--- src/hw/rtl/kmp_pkg.sv ---
package kmp_pkg;

  localparam int MAX_LEN  = 1024;
  localparam int ADDR_W   = $clog2(MAX_LEN);
  localparam int POS_W    = ADDR_W + 1;
  localparam int CH_W     = 8;
  localparam int BORDER_W = 10;

  // Datapath commands from the controller
  typedef struct packed {
    logic load;    // take a new byte from the input port
    logic step;    // follow one failure link
    logic hit;     // byte matched: extend the border by one
    logic commit;  // write stores, update state, load the result register
  } kmp_cmd_t;

  // Datapath status toward the controller
  typedef struct packed {
    logic first;     // byte lands at position zero
    logic full;      // store already holds MAX_LEN bytes
    logic match;     // stored byte after current border equals the new byte
    logic j_zero;    // current border length is zero
    logic out_free;  // result register can take a new result this cycle
  } kmp_status_t;

endpackage

--- src/hw/rtl/kmp_ctrl.sv ---
module kmp_ctrl (
  input  logic                  clk,
  input  logic                  rst,
  input  logic                  item_valid,
  output logic                  item_stall,
  input  kmp_pkg::kmp_status_t  status,
  output kmp_pkg::kmp_cmd_t     cmd
);

  localparam logic [1:0] S_IDLE   = 2'd0;
  localparam logic [1:0] S_WALK   = 2'd1;
  localparam logic [1:0] S_FINISH = 2'd2;

  logic [1:0] state;
  logic [1:0] state_next;

  assign item_stall = (state != S_IDLE);

  always_comb begin
    state_next = state;
    cmd        = '0;
    case (state)
      S_IDLE: begin
        if (item_valid) begin
          cmd.load = 1'b1;
          state_next = (status.first || status.full) ? S_FINISH : S_WALK;
        end
      end
      S_WALK: begin
        if (status.match) begin
          cmd.hit    = 1'b1;
          state_next = S_FINISH;
        end else if (status.j_zero) begin
          state_next = S_FINISH;
        end else begin
          cmd.step = 1'b1;
        end
      end
      S_FINISH: begin
        if (status.out_free) begin
          cmd.commit = 1'b1;
          state_next = S_IDLE;
        end
      end
      default: begin
        state_next = S_IDLE;
      end
    endcase
  end

  always_ff @(posedge clk) begin
    if (rst) begin
      state <= S_IDLE;
    end else begin
      state <= state_next;
    end
  end

endmodule

--- config.mk ---
export PLATFORM = sky130hd
export DESIGN_NAME = kmp_ctrl
export DESIGN_NICKNAME = d
export VERILOG_FILES = /design/src/hw/rtl/kmp_pkg.sv /design/src/hw/rtl/kmp_ctrl.sv
export SDC_FILE = /design/constraint.sdc
export NUM_CORES = 1
export LEC_CHECK = 0
export BUFFER_PORTS_ARGS = -buffer_cell sky130_fd_sc_hd__clkbuf_2
export CAP_MARGIN = 0
export CORE_AREA = 2 2 39 41
export CTS_BUF_LIST = sky130_fd_sc_hd__clkbuf_4
export CTS_CLUSTER_DIAMETER = 30
export CTS_CLUSTER_SIZE = 16
export DETAILED_ROUTE_END_ITERATION = 6
export DIE_AREA = 0 0 41 43
export GPL_ROUTABILITY_DRIVEN = 0
export MAX_ROUTING_LAYER = met4
export SYNTH_ARGS = -nofsm -noshare
export SYNTH_HDL_FRONTEND = slang
export SYNTH_SLANG_ARGS = --single-unit
--- constraint.sdc ---
create_clock -name clk -period 1.46 [get_ports clk]
set_clock_uncertainty 0.15 [all_clocks]
set_input_delay 0.073 -clock clk [delete_from_list [all_inputs] [get_ports clk]]
set_output_delay 0.073 -clock clk [all_outputs]
set_load 0.005 [all_outputs]
==> impl_metrics.py <==
metrics = {
    "timing": {
        "rsz0062_at_grt": "false",
        "worstMarginPinSlew_ps": 258,
        "finalHoldViolations": 0,
        "setup_tns_ps": 0,
        "fmax_ghz": 0.774,
        "timing.final.ws_setup_ps": 169,
        "relSlewSlack": 0.828,
        "finalSetupViolCount": 0,
        "timing.final.crit_share": 0.885,
        "period_minus_slack_ps": 1290,
        "drv_slew": 0,
    },
    "placed_design": {
        "dp_cells": 42,
        "io_buffers": 12,
        "pre_cts_slack_ps": 246,
    },
    "layout": {
        "top_regs": "state: 2 flops",
        "multi_input_area_um2": 97.6,
        "area.sequential_um2": 40.0,
        "drive_above_1_share": 0.633,
        "n_fill_cell": 163,
        "fin_cells": 46,
        "regMostFlops": "state",
        "insertedDiodeCount": 0,
        "area_growth_syn_to_layout_pct": 79.6,
        "nNetsFinal": 40,
        "largest_reg_flops": 2,
    },
    "floorplan": {
        "die_w_um": 41,
        "io_pins": 13,
        "die_y_um": 43,
        "core-area_um2": 1380,
        "start_util": 0.102,
        "rows": 14,
        "die_area_um2": 1760,
    },
    "synthesis": {
        "synthCells": 14,
        "ys_types": 11,
        "ys_seq_area_frac": 0.283,
        "netlist_top_cells_count": "nor2_1, dfxtp_1",
        "yosysTopAreaCell": "dfxtp_1",
        "synth_nets": 22,
        "synth_edf_count": 0,
        "async_flop_share": 0,
        "ys_seq_elements": 2,
        "syn_avg_cell_area_um2": 10.1,
        "syn_area_um2": 141,
        "ys_top_cells_by_area": "dfxtp_1, nor4b_4, and4bb_1, nor3b_2, nor2_1",
        "yosysWarningCount": 0,
        "synth_flop_cell": "dfxtp_1",
        "synth.most_common_cell": "nor2_1",
        "yosys.area.top_type_share": 0.283,
    },
    "cts": {
        "cts-root-buf": "clkbuf_4",
        "cts_repair_resize_count": 0,
        "clockBufferDepth": 2,
        "path_clk_slew_ps": 30,
        "cts_buffers": 3,
        "cts_tree": "done",
        "htreeDepth": 1,
        "clkSinkCount": 2,
        "clock_latency_ps": 220,
    },
    "routing": {
        "vias_per_cell": 3.46,
        "postRouteAntennaNets": 0,
        "initialDrtViolationCount": 4,
        "drt-total-wl_um": 342,
        "dr.pass1.iters": 2,
        "wl_per_cell_um": 7.43,
        "drc_errors": 0,
        "num_vias": 159,
    },
    "critical_path": {
        "critPathKind": "flop to output pin",
        "startpoint_type": "flop",
        "arrival_ps": 1070,
        "worstPathMaxFanout": 7,
        "crit_path_top_delay_cell": "dfxtp_1",
        "critPathCaptureType": "output pin",
        "worstPathRequired_ps": 1240,
        "r2r_cells": 3,
        "cpPeakStageDelay_ps": 370,
        "worstPathCellList": "nor4b_4 -> clkbuf_2",
    },
    "power": {
        "power_per_cell_area_nw_per_um2": 889,
        "ir_drop_v": 0.000100,
        "p_leak_uw": 0.000129,
        "total_power_uw": 226,
    },
    "hold_path": {
        "hold_class": "primary input to flop",
        "hold-path-cell-count": 4,
    },
    "grt": {
        "antenna_found_initial": 0,
        "grt_pass1_wl_um": 427,
        "overflow": 0,
        "grt_pass1_vias": 131,
        "grt_util_all_layers": 0.0431,
        "grt_max_degree": 8,
    },
    "outcome": {
        "outcome": "complete, no violations",
    },
    "run": {
        "drv_cap": 0,
    },
}
cell usage in the layout (no fill, tap or decap):
master,count
o21ai_0,1
a21oi_2,1
nor4b_4,1
dlygate4sd3_1,1
inv_1,1
and3b_1,1
nor3b_2,1
and4bb_1,1
nor3_1,1
clkbuf_4,3
clkbuf_2,12
nor2_1,3
and3b_2,1
dfxtp_1,2
power by group:
part / internal, uW / switching [uW] / total, uW / leakage (uW)
registers: 58.7 / 6.86 / 65.6 / 0.0000165
clock network: 90.5 / 29.5 / 120 / 0.0000138
logic: 24.5 / 15.7 / 40.3 / 0.0000987
through the flow:
| stage | utilization | area [um2] | hold WS, ps |
|---|---|---|---|
| detailed placement | 0.160 | 221 | 108 |
| finish | 0.184 | 254 | 56.4 |
| global placement | 0.160 | 221 | 104 |
| floorplan | - | 141 | -4.62 |
| global route | 0.184 | 254 | 86.6 |
| CTS | 0.184 | 254 | 63.5 |
layer usage:
metal  vias to the layer above  track usage  part of all wire
met1                        67       0.0255              0.36
met3                         0       0.0157              0.10
met5                         -            -                 0
met2                         8       0.0594              0.53
met4                         0       0.0800                 0
li1                         84            -                 -
critical path: cells and delay by family, from the launching register on:
family,cells,cell delay (ps)
flops,1,370
simple gates,1,320
buf+inv,1,160
final timing paths:
| kind | from | end | slack (ps) |
|---|---|---|---|
| setup / recovery | state[1] | cmd[2] | 170 |
| hold / removal | status[4] | state[0] | 60 |
| setup reg to reg | state[1] | state[1] | 260 |
| hold reg to reg | state[1] | state[1] | 540 |
cells by family after synthesis:
group,synth area share
compound gates,0.0973
simple gates,0.593
flops,0.283
buf+inv,0.0265
what timing repair did:
item / CTS / global route
endpoints found under the hold margin: 1 / 0
setup buffers: 0 / 0
hold buffers: 1 / 0
area by class of cell:
type	count	share of cell area
multi-input cells	11	0.384
repair buffers	13	0.276
flip-flops and latches	2	0.158
clock buffers	3	0.0887
well taps	16	0.0788
inverters	1	0.0148
Power figures use the tool's default switching activity.
